===== src/aob_pkg.sv =====
// aob_pkg: shared types and constants for the alpha over blend core
// no dependencies
`timescale 1ns / 1ps

package aob_pkg;
    localparam int unsigned NUM_W = 24;   // width of weighted color sums
    localparam int unsigned TOT_W = 16;   // width of the total weight
    localparam logic [7:0] FULL_ALPHA = 8'd255;

    // one transaction moving through the divider stages
    typedef struct packed {
        logic [NUM_W-1:0] rem_r;
        logic [NUM_W-1:0] rem_g;
        logic [NUM_W-1:0] rem_b;
        logic [7:0]       q_r;
        logic [7:0]       q_g;
        logic [7:0]       q_b;
        logic [TOT_W-1:0] total;
        logic [7:0]       alpha;
    } t_div;
endpackage


===== src/aob_weight.sv =====
// aob_weight: four register stages capturing pixels and forming weights, products, sums and alpha
// depends on aob_pkg
`timescale 1ns / 1ps

module aob_weight (
    input  logic          i_clk,
    input  logic          i_rst_n,
    input  logic          i_valid,
    output logic          o_ready,
    input  logic [7:0]    i_dst_alpha,
    input  logic [7:0]    i_dst_red,
    input  logic [7:0]    i_dst_green,
    input  logic [7:0]    i_dst_blue,
    input  logic [7:0]    i_src_alpha,
    input  logic [7:0]    i_src_red,
    input  logic [7:0]    i_src_green,
    input  logic [7:0]    i_src_blue,
    output logic          o_valid,
    input  logic          i_ready,
    output aob_pkg::t_div o_data
);
    import aob_pkg::*;

    logic r_va, r_vb, r_vc, r_vd;
    logic w_rdy_a, w_rdy_b, w_rdy_c, w_rdy_d;

    // stage a: captured pixels
    logic [7:0] r_a_da, r_a_sa;
    logic [7:0] r_a_sr, r_a_sg, r_a_sb, r_a_dr, r_a_dg, r_a_db;
    // stage b: weights
    logic [TOT_W-1:0] r_b_ws, r_b_wd;
    logic [7:0] r_b_sr, r_b_sg, r_b_sb, r_b_dr, r_b_dg, r_b_db;
    // stage c: products and total
    logic [NUM_W-1:0] r_c_psr, r_c_psg, r_c_psb, r_c_pdr, r_c_pdg, r_c_pdb;
    logic [TOT_W-1:0] r_c_tot;
    // stage d: output
    t_div r_d;

    logic [TOT_W:0]   n_tot;
    logic [NUM_W-1:0] n_alpha;

    assign w_rdy_d = !r_vd || i_ready;
    assign w_rdy_c = !r_vc || w_rdy_d;
    assign w_rdy_b = !r_vb || w_rdy_c;
    assign w_rdy_a = !r_va || w_rdy_b;
    assign o_ready = w_rdy_a;
    assign o_valid = r_vd;
    assign o_data  = r_d;

    assign n_tot   = {1'b0, r_b_ws} + {1'b0, r_b_wd};
    // floor(x/255) as ((x+1)*257)>>16, exact for x up to 65279 in the 24-bit product
    assign n_alpha = (NUM_W'(r_c_tot) + NUM_W'(1)) * NUM_W'(257);

    always_ff @(posedge i_clk) begin
        if (!i_rst_n) begin
            r_va <= 1'b0;
            r_vb <= 1'b0;
            r_vc <= 1'b0;
            r_vd <= 1'b0;
        end else begin
            if (w_rdy_a) r_va <= i_valid;
            if (w_rdy_b) r_vb <= r_va;
            if (w_rdy_c) r_vc <= r_vb;
            if (w_rdy_d) r_vd <= r_vc;
        end
    end

    always_ff @(posedge i_clk) begin
        if (w_rdy_a) begin
            r_a_da <= i_dst_alpha;
            r_a_sa <= i_src_alpha;
            r_a_sr <= i_src_red;
            r_a_sg <= i_src_green;
            r_a_sb <= i_src_blue;
            r_a_dr <= i_dst_red;
            r_a_dg <= i_dst_green;
            r_a_db <= i_dst_blue;
        end
        if (w_rdy_b) begin
            r_b_ws <= TOT_W'(r_a_sa) * TOT_W'(FULL_ALPHA);
            r_b_wd <= TOT_W'(r_a_da) * TOT_W'(FULL_ALPHA - r_a_sa);
            r_b_sr <= r_a_sr;
            r_b_sg <= r_a_sg;
            r_b_sb <= r_a_sb;
            r_b_dr <= r_a_dr;
            r_b_dg <= r_a_dg;
            r_b_db <= r_a_db;
        end
        if (w_rdy_c) begin
            r_c_psr <= NUM_W'(r_b_sr) * NUM_W'(r_b_ws);
            r_c_psg <= NUM_W'(r_b_sg) * NUM_W'(r_b_ws);
            r_c_psb <= NUM_W'(r_b_sb) * NUM_W'(r_b_ws);
            r_c_pdr <= NUM_W'(r_b_dr) * NUM_W'(r_b_wd);
            r_c_pdg <= NUM_W'(r_b_dg) * NUM_W'(r_b_wd);
            r_c_pdb <= NUM_W'(r_b_db) * NUM_W'(r_b_wd);
            r_c_tot <= n_tot[TOT_W-1:0];
        end
        if (w_rdy_d) begin
            r_d.rem_r <= r_c_psr + r_c_pdr;
            r_d.rem_g <= r_c_psg + r_c_pdg;
            r_d.rem_b <= r_c_psb + r_c_pdb;
            r_d.q_r   <= '0;
            r_d.q_g   <= '0;
            r_d.q_b   <= '0;
            // zero total: sums are zero too, dividing by one gives zero
            r_d.total <= (r_c_tot == '0) ? TOT_W'(1) : r_c_tot;
            r_d.alpha <= n_alpha[23:16];
        end
    end
endmodule


===== src/aob_div_step.sv =====
// aob_div_step: one restoring division step for the three color channels
// depends on aob_pkg
`timescale 1ns / 1ps

module aob_div_step #(
    parameter int BIT = 7
) (
    input  logic          i_clk,
    input  logic          i_rst_n,
    input  logic          i_valid,
    output logic          o_ready,
    input  aob_pkg::t_div i_data,
    output logic          o_valid,
    input  logic          i_ready,
    output aob_pkg::t_div o_data
);
    import aob_pkg::*;

    logic             r_v;
    t_div             r_d;
    t_div             n_d;
    logic [NUM_W-1:0] w_div;

    assign o_ready = !r_v || i_ready;
    assign o_valid = r_v;
    assign o_data  = r_d;
    assign w_div   = NUM_W'(i_data.total) << BIT;

    always_comb begin
        n_d = i_data;
        if (i_data.rem_r >= w_div) begin
            n_d.rem_r    = i_data.rem_r - w_div;
            n_d.q_r[BIT] = 1'b1;
        end
        if (i_data.rem_g >= w_div) begin
            n_d.rem_g    = i_data.rem_g - w_div;
            n_d.q_g[BIT] = 1'b1;
        end
        if (i_data.rem_b >= w_div) begin
            n_d.rem_b    = i_data.rem_b - w_div;
            n_d.q_b[BIT] = 1'b1;
        end
    end

    always_ff @(posedge i_clk) begin
        if (!i_rst_n) begin
            r_v <= 1'b0;
        end else if (o_ready) begin
            r_v <= i_valid;
        end
    end

    always_ff @(posedge i_clk) begin
        if (o_ready) r_d <= n_d;
    end
endmodule


===== src/alpha_over_blend_core.sv =====
// alpha_over_blend_core: source over destination compositing, one pixel per cycle while the output is not stalled
// depends on aob_pkg, aob_weight, aob_div_step
`timescale 1ns / 1ps

// Usage
// Input channel: i_valid / o_ready with destination and source pixels
// (alpha, red, green, blue bytes). Output channel: o_valid / i_ready with
// the composite alpha and colors.
// One input transaction gives one output transaction, in order.
// Four stages form the weights, products, weighted sums and alpha, then
// eight stages each resolve one quotient bit of the three color
// divisions.
// Throughput is one transaction per cycle while the receiver takes results.
// Each stage holds its own valid bit and advances when the next stage is
// empty or moving, so bubbles are squeezed out; a stall at the output
// backs up stage by stage and nothing is dropped or repeated.
// Synchronous active-low reset clears all valid bits; the pipeline comes up
// empty and ready.
module alpha_over_blend_core (
    input  logic       i_clk,
    input  logic       i_rst_n,
    input  logic       i_valid,
    output logic       o_ready,
    input  logic [7:0] i_dst_alpha,
    input  logic [7:0] i_dst_red,
    input  logic [7:0] i_dst_green,
    input  logic [7:0] i_dst_blue,
    input  logic [7:0] i_src_alpha,
    input  logic [7:0] i_src_red,
    input  logic [7:0] i_src_green,
    input  logic [7:0] i_src_blue,
    output logic       o_valid,
    input  logic       i_ready,
    output logic [7:0] o_out_alpha,
    output logic [7:0] o_out_red,
    output logic [7:0] o_out_green,
    output logic [7:0] o_out_blue
);
    import aob_pkg::*;

    t_div s_d [0:8];
    logic s_v [0:8];
    logic s_r [0:8];

    aob_weight u_weight (
        .i_clk       (i_clk),
        .i_rst_n     (i_rst_n),
        .i_valid     (i_valid),
        .o_ready     (o_ready),
        .i_dst_alpha (i_dst_alpha),
        .i_dst_red   (i_dst_red),
        .i_dst_green (i_dst_green),
        .i_dst_blue  (i_dst_blue),
        .i_src_alpha (i_src_alpha),
        .i_src_red   (i_src_red),
        .i_src_green (i_src_green),
        .i_src_blue  (i_src_blue),
        .o_valid     (s_v[0]),
        .i_ready     (s_r[0]),
        .o_data      (s_d[0])
    );

    for (genvar k = 0; k < 8; k++) begin : g_div
        aob_div_step #(.BIT(7 - k)) u_step (
            .i_clk   (i_clk),
            .i_rst_n (i_rst_n),
            .i_valid (s_v[k]),
            .o_ready (s_r[k]),
            .i_data  (s_d[k]),
            .o_valid (s_v[k+1]),
            .i_ready (s_r[k+1]),
            .o_data  (s_d[k+1])
        );
    end

    assign s_r[8]      = i_ready;
    assign o_valid     = s_v[8];
    assign o_out_alpha = s_d[8].alpha;
    assign o_out_red   = s_d[8].q_r;
    assign o_out_green = s_d[8].q_g;
    assign o_out_blue  = s_d[8].q_b;
endmodule


===== config.mk =====
export PLATFORM = sky130hd
export DESIGN_NAME = alpha_over_blend_core
export DESIGN_NICKNAME = d
export VERILOG_FILES = /design/src/aob_pkg.sv /design/src/aob_weight.sv /design/src/aob_div_step.sv /design/src/alpha_over_blend_core.sv
export SDC_FILE = /design/constraint.sdc
export NUM_CORES = 2
export LEC_CHECK = 0
export BUFFER_PORTS_ARGS = -buffer_cell sky130_fd_sc_hd__buf_2
export CORE_MARGIN = 2
export CORE_UTILIZATION = 50
export CTS_BUF_LIST = sky130_fd_sc_hd__clkbuf_8
export CTS_CLUSTER_SIZE = 10
export DETAILED_ROUTE_END_ITERATION = 16
export PLACE_DENSITY = 0.65
export SLEW_MARGIN = 20
export SYNTH_ARGS = -nofsm -noshare
export SYNTH_HDL_FRONTEND = slang
export SYNTH_SLANG_ARGS = --single-unit

===== constraint.sdc =====
create_clock -name i_clk -period 8.51 [get_ports i_clk]
set_input_delay 0.4255 -clock i_clk [delete_from_list [all_inputs] [get_ports i_clk]]
set_output_delay 0.4255 -clock i_clk [all_outputs]
set_load 0.05 [all_outputs]

* After elaboration in Yosys (flattened, before gate mapping)
Cells that the tools add are included.
** Word-level totals
- Flip-flop bits (word level) :: 1200
- Latch bits :: 0
- RAM bits :: 0
- Bits in read-only memories :: 0
- Output and inout port bits :: 34
- Memories kept :: 0
** Operators by class
- Add/sub/neg operators :: 27
- Multipliers :: 9
- Div/mod/pow operators :: 0
- Order comparisons :: 24
- Eq/ne operators :: 0
- Shifts and indexed selects :: 0
- Muxes and demuxes :: 21
- Bitwise logic cells :: 0
- Reduce and logical (&&, ||, !) cells :: 25
** Operator list (count)
- $mux 24 :: 21
- $mul 8x16->24 :: 6
- $add 24x24->24 :: 3
- $ge 24x16->1 :: 3
- $ge 24x17->1 :: 3
- $ge 24x18->1 :: 3
- $ge 24x19->1 :: 3
- $ge 24x20->1 :: 3
- $ge 24x21->1 :: 3
- $ge 24x22->1 :: 3
- $ge 24x23->1 :: 3
- $sub 24x17->24 :: 3
- $sub 24x18->24 :: 3
- $sub 24x19->24 :: 3
- $sub 24x20->24 :: 3
- $sub 24x21->24 :: 3
- $sub 24x22->24 :: 3
- $sub 24x23->24 :: 3
- $mul 24x9->24 const B :: 1
- $add 16x1->17 const B :: 1
- $add 16x16->16 :: 1
- $logic_not 16->1 :: 1
- $mul 8x16->16 :: 1
- $mul 8x8->16 const B :: 1
- other kinds (3) :: 25

* Longest topological paths before layout
- Word-level depth :: 13
- Gate-level depth with buffers :: 20

* Modules after synthesis
From an unflattened synthesis, not the netlist that was laid out.
** Second synthesis, totals
- Cells, all modules :: 9364
- Area, all modules :: 101423.5 um^2
** By module, submodules not included
- aob_weight :: times used 1, cells an instance 4288, area an instance 44771.7 um^2, seq. area each 12091.6 um^2
- aob_div_step at g_div[7].u_step :: times used 1, cells an instance 684, area an instance 7359.6 um^2, seq. area each 3623.5 um^2
- aob_div_step at g_div[4].u_step :: times used 1, cells an instance 648, area an instance 7220.7 um^2, seq. area each 3623.5 um^2
- aob_div_step at g_div[5].u_step :: times used 1, cells an instance 632, area an instance 7058.0 um^2, seq. area each 3623.5 um^2
- aob_div_step at g_div[6].u_step :: times used 1, cells an instance 619, area an instance 7056.8 um^2, seq. area each 3623.5 um^2
- aob_div_step at g_div[3].u_step :: times used 1, cells an instance 629, area an instance 7021.7 um^2, seq. area each 3623.5 um^2
- aob_div_step at g_div[1].u_step :: times used 1, cells an instance 630, area an instance 7006.7 um^2, seq. area each 3623.5 um^2
- aob_div_step at g_div[2].u_step :: times used 1, cells an instance 620, area an instance 6980.4 um^2, seq. area each 3623.5 um^2
- aob_div_step at g_div[0].u_step :: times used 1, cells an instance 614, area an instance 6947.9 um^2, seq. area each 3623.5 um^2

* Worst setup path after synthesis
Ideal clock, no wire load.
- Path type :: register to register
- Start point :: register g_div[7].u_step.r_v
- End point :: register u_weight.r_c_pdb[0], enable pin
- Library setup time :: 0.526 ns
- Data arrival time :: 6.394 ns
- Data required time :: 7.984 ns
- Setup slack :: 1.590 ns
- Stages on the path, launching flop included :: 9
- Period minus slack after synthesis :: 6.920 ns
- Path through :: dfxtp_1 > nor2b_1 > and2_1 > inv_2 > nor2_1 > and2_1 > and3_1 > and2_1 > nand2_1
** Between the ends
- Word-level cells in the longest chain between the ends :: 11
** RTL lines
- start, declared :: RTL line aob_div_step.sv:19 : logic r_v;
- start signal, assigned :: RTL line aob_div_step.sv:49 : r_v <= i_valid;
- $logic_not 1->1 :: RTL line aob_div_step.sv:24 : assign o_ready = !r_v || i_ready;
- $logic_or 1x1->1 (2 in series) :: RTL line aob_div_step.sv:24
- via g_div[5].u_step.i_ready :: RTL line aob_div_step.sv:14 : input logic i_ready,
- $logic_or 1x1->1 (6 in series) :: RTL line aob_div_step.sv:24
- $logic_or 1x1->1 :: RTL line aob_weight.sv:42 : assign w_rdy_d = !r_vd || i_ready;
- $logic_or 1x1->1 :: RTL line aob_weight.sv:43 : assign w_rdy_c = !r_vc || w_rdy_d;
- via u_weight.w_rdy_c :: RTL line aob_weight.sv:25 : logic w_rdy_a, w_rdy_b, w_rdy_c, w_rdy_d;
- end signal, assigned :: RTL line aob_weight.sv:95 : r_c_pdb <= NUM_W'(r_b_db) * NUM_W'(r_b_wd);
- end, declared :: RTL line aob_weight.sv:34 : logic [NUM_W-1:0] r_c_psr, r_c_psg, r_c_psb, r_c_pdr, r_c_pdg, r_c_pdb;
The timed path passes the listed nets, and every way through them passes these cells.
A chain may end at the register's enable or synchronous reset.

* Worst setup path in the final report
- Start point :: register u_weight.r_b_ws[4]
- End point :: register u_weight.r_c_psg[23] (data pin)
** Between the ends
- Word-level cells in the longest chain between the ends :: 1
** RTL lines
- start, declared :: RTL line aob_weight.sv:31 : logic [TOT_W-1:0] r_b_ws, r_b_wd;
- start signal, assigned :: RTL line aob_weight.sv:80 : r_b_ws <= TOT_W'(r_a_sa) * TOT_W'(FULL_ALPHA);
- $mul 8x16->24 :: RTL line aob_weight.sv:91 : r_c_psg <= NUM_W'(r_b_sg) * NUM_W'(r_b_ws);
- end signal, assigned :: RTL line aob_weight.sv:91
- end, declared :: RTL line aob_weight.sv:34
No other way between the ends.

==> results_dict.tcl <==
set metrics [dict create \
    synth_mux_area_frac 0.0163 \
    start_kind "flop" \
    fin_cells 11100 \
    finalClockSkew_ns 0.0839 \
    fp.dieW_um 430 \
    syn-cell-area_mm2 0.0906 \
    outcome "complete, no violations" \
    dp_cells 10700 \
    core_mm2 0.180 \
    synth_xor_area_frac 0.0514 \
    cp.arrival_ns 6.62 \
    num_vias 62000 \
    crit_end "u_weight.r_c_psg[23]" \
    via_per_inst 5.58 \
    syn_inst 8329 \
    synthFlopType "edfxtp_1" \
    drive_above_1_share 0.0661 \
    setup_viol_count_final 0 \
    ys_seq_area_frac 0.396 \
    syn-num-nets 9822 \
    ys_ff_latch 1200 \
    cp.required_ns 9.24 \
    synth_top_family_by_area "adder cells" \
    grt_pass1_vias 62600 \
    stdcell_area_mm2 0.0989 \
    crit_chain "nand2_1, fa_1, fa_1, inv_1, fa_1, inv_1, fa_1, inv_1, ha_1, and2_1, o21ai_0, and3_1, o311ai_1, a2111oi_0, nor2_1, a221o_1, a21oi_1, xnor2_1" \
    die-area_mm2 0.185 \
    fin_crit_sh 0.692 \
    wl_per_cell_um 21.4 \
    grtUsageTotal 0.258 \
    crit_top_cell "fa_1" \
    htree_levels 4 \
    timing.critical_path.from "u_weight.r_b_ws[4]" \
    synth_fa_ha_area_frac 0.246 \
    synth-simple-area-share 0.136 \
    cts_tree "done" \
    cts.sinks 1200 \
    path_depth 18 \
    rows 156 \
    drc_errors 0 \
    hpwl_um 186000 \
    slew_violations 0 \
    tightest_slew_ns 1.11 \
    crit-reg2reg-launch "u_weight.r_b_ws[4]" \
    io_pins 102 \
    die_h_um 430 \
    cts.clk_slew.worst_paths_ns 0.07 \
    cts.path.max_buffers 3 \
    cpPeakStageDelay_ns 1.08 \
    drt_first_iter_violations 4048 \
    crit_family "adder cells" \
    critPathKind "flop to flop" \
    grt_setup_unrepaired "no" \
    drt-total-wl_um 238000 \
    drt_first_pass_iters 7 \
    r2r-end "u_weight.r_c_psg[23]" \
    cts_buffers 208 \
    synth_cell_types 85 \
    num-fill-cells 15600 \
    finalHoldViolations 0 \
    port_buffers 101 \
    worstSkewPairLatency_ns 0.99 \
    synth_compound_area_frac 0.103 \
    cts_root_buf "clkbuf_8" \
    final_cell_mix "edfxtp_1 (1,188), inv_1 (1,049), ha_1 (830)" \
    holdWs_ns 0.174 \
    synthToLayoutAreaGrowth_pct 9.17 \
    critPathSlowestCell "edfxtp_1" \
    endpoint_kind "flop" \
    layout.nets 10100 \
    synth-edff-count 1188 \
    cap_violations 0 \
    min_path_type "primary input to flop" \
    avgSynthCellArea_um2 10.9 \
    slew_headroom 0.262 \
    fmax_mhz 170 \
    grt_max_degree 138 \
    path_buf_inv 3 \
    async_flop_share 0 \
    final_common_cell "edfxtp_1" \
    yosys_warnings 0 \
    place_congestion 0.954 \
    ff2ff_setup_slack_ns 2.62 \
    cts_resized 0 \
    cts_setup_buffers 0 \
    grt_pass1_wl_um 365000 \
    period_needed_ns 5.89 \
    start_util 0.502 \
    cp_max_fo 25 \
    final_antenna_net_count 0 \
    dpl-instance-area_mm2 0.0939 \
    antenna_found_initial 4 \
    reg2regPathDepth 18 \
    tns_ns 0 \
    gr-total-overflow 0 \
]
[area by class of cell]
cell class / instances / area (µm²) / share of cell area
clock buffer: 214 / 2950 / 0.0298
timing repair buffer: 226 / 1630 / 0.0165
inverter: 1011 / 3810 / 0.0385
clock inverter: 170 / 1410 / 0.0142
sequential: 1200 / 35900 / 0.363
multi-input combinational: 5918 / 50200 / 0.508
antenna: 6 / 15.0 / 0.000152
tap: 2370 / 2970 / 0.0300
[stage by stage]
stage | utilization | setup WS, ns
global route | 0.549 | 2.30
finish | 0.549 | 2.62
floorplan | - | 1.59
global placement | 0.520 | 2.71
detailed placement | 0.520 | 2.67
CTS | 0.548 | 2.59
[state kept, by name, indices dropped and copies added, names as in the netlist, 16 cells and up]
signal and cells:
u_weight.r_c_pdb 24, u_weight.r_c_psr 24, u_weight.r_c_pdg 24, u_weight.r_c_psg 24, u_weight.r_c_pdr 24, u_weight.r_b_ws 16, u_weight.r_c_psb 24, u_weight.r_b_wd 16
u_weight.o_data 96, g_div.u_step.o_data 788, u_weight.r_c_tot 16
[what timing repair did]
| action | in CTS | in global routing |
|---|---|---|
| hold endpoints to repair | 76 | 0 |
| setup endpoints to repair | 0 | 0 |
| hold buffers | 68 | 0 |
[kinds of logic after synthesis]
group                    after synthesis
buffers and inverters               1211
AND/OR/NAND/NOR                     2353
adder cells (fa/ha/maj)             1425
XOR/XNOR                             532
flip-flops                          1200
AO/OA/AOI/OAI                       1476
multiplexers                         132
[worst reg2reg max path, cell delays in order, from the launching register on]
cell	delay (ns)
edfxtp_1	1.08
nand2_1	0.18
fa_1	0.53
fa_1	0.54
inv_1	0.05
fa_1	0.49
inv_1	0.06
fa_1	0.48
inv_1	0.05
ha_1	0.32
and2_1	0.17
o21ai_0	0.21
and3_1	0.22
o311ai_1	0.13
a2111oi_0	0.39
nor2_1	0.15
a221o_1	0.33
a21oi_1	0.17
xnor2_1	0.08
[cells in the mapped netlist, types with 129 or more instances]
| cell | count | share of area |
|---|---|---|
| edfxtp_1 | 1188 | 0.39 |
| inv_1 | 1004 | 0.042 |
| ha_1 | 830 | 0.11 |
| and2_1 | 669 | 0.046 |
| fa_1 | 595 | 0.13 |
| nand2_1 | 561 | 0.023 |
| a21oi_1 | 403 | 0.022 |
| nor2_1 | 338 | 0.014 |
| xnor2_1 | 326 | 0.032 |
| o21ai_0 | 274 | 0.015 |
| xor2_1 | 206 | 0.020 |
| clkbuf_1 | 185 | 0.0077 |
| a21o_1 | 176 | 0.015 |
| nor2b_1 | 134 | 0.0093 |
| nor3_1 | 129 | 0.0071 |
[how the worst min path moves through the flow]
stage                                          from                         to  slack [ns]  cells after the start
after detailed placement  g_div[0].u_step.o_data[5]  g_div[1].u_step.o_data[5]        0.40                      0
final                                i_src_green[5]         u_weight.r_a_sg[5]        0.17                      2
after floorplan                  u_weight.o_data[0]  g_div[0].u_step.o_data[0]        0.40                      0
after CTS                             i_dst_blue[5]         u_weight.r_a_db[5]        0.05                      2
after global routing                  i_dst_blue[5]         u_weight.r_a_db[5]         0.1                      2
after global placement    g_div[2].u_step.o_data[4]  g_div[3].u_step.o_data[4]        0.40                      0
[metal layers]
layer	wire, µm	GRT usage	up-vias
met5	0	0	-
met4	11700	0.117	0
met1	99300	0.323	30500
met3	10700	0.0371	432
li1	-	-	29500
met2	117000	0.441	1593
Power is not shown: default switching activity piles up to over one toggle a cycle in this logic, so the estimate is an artifact.
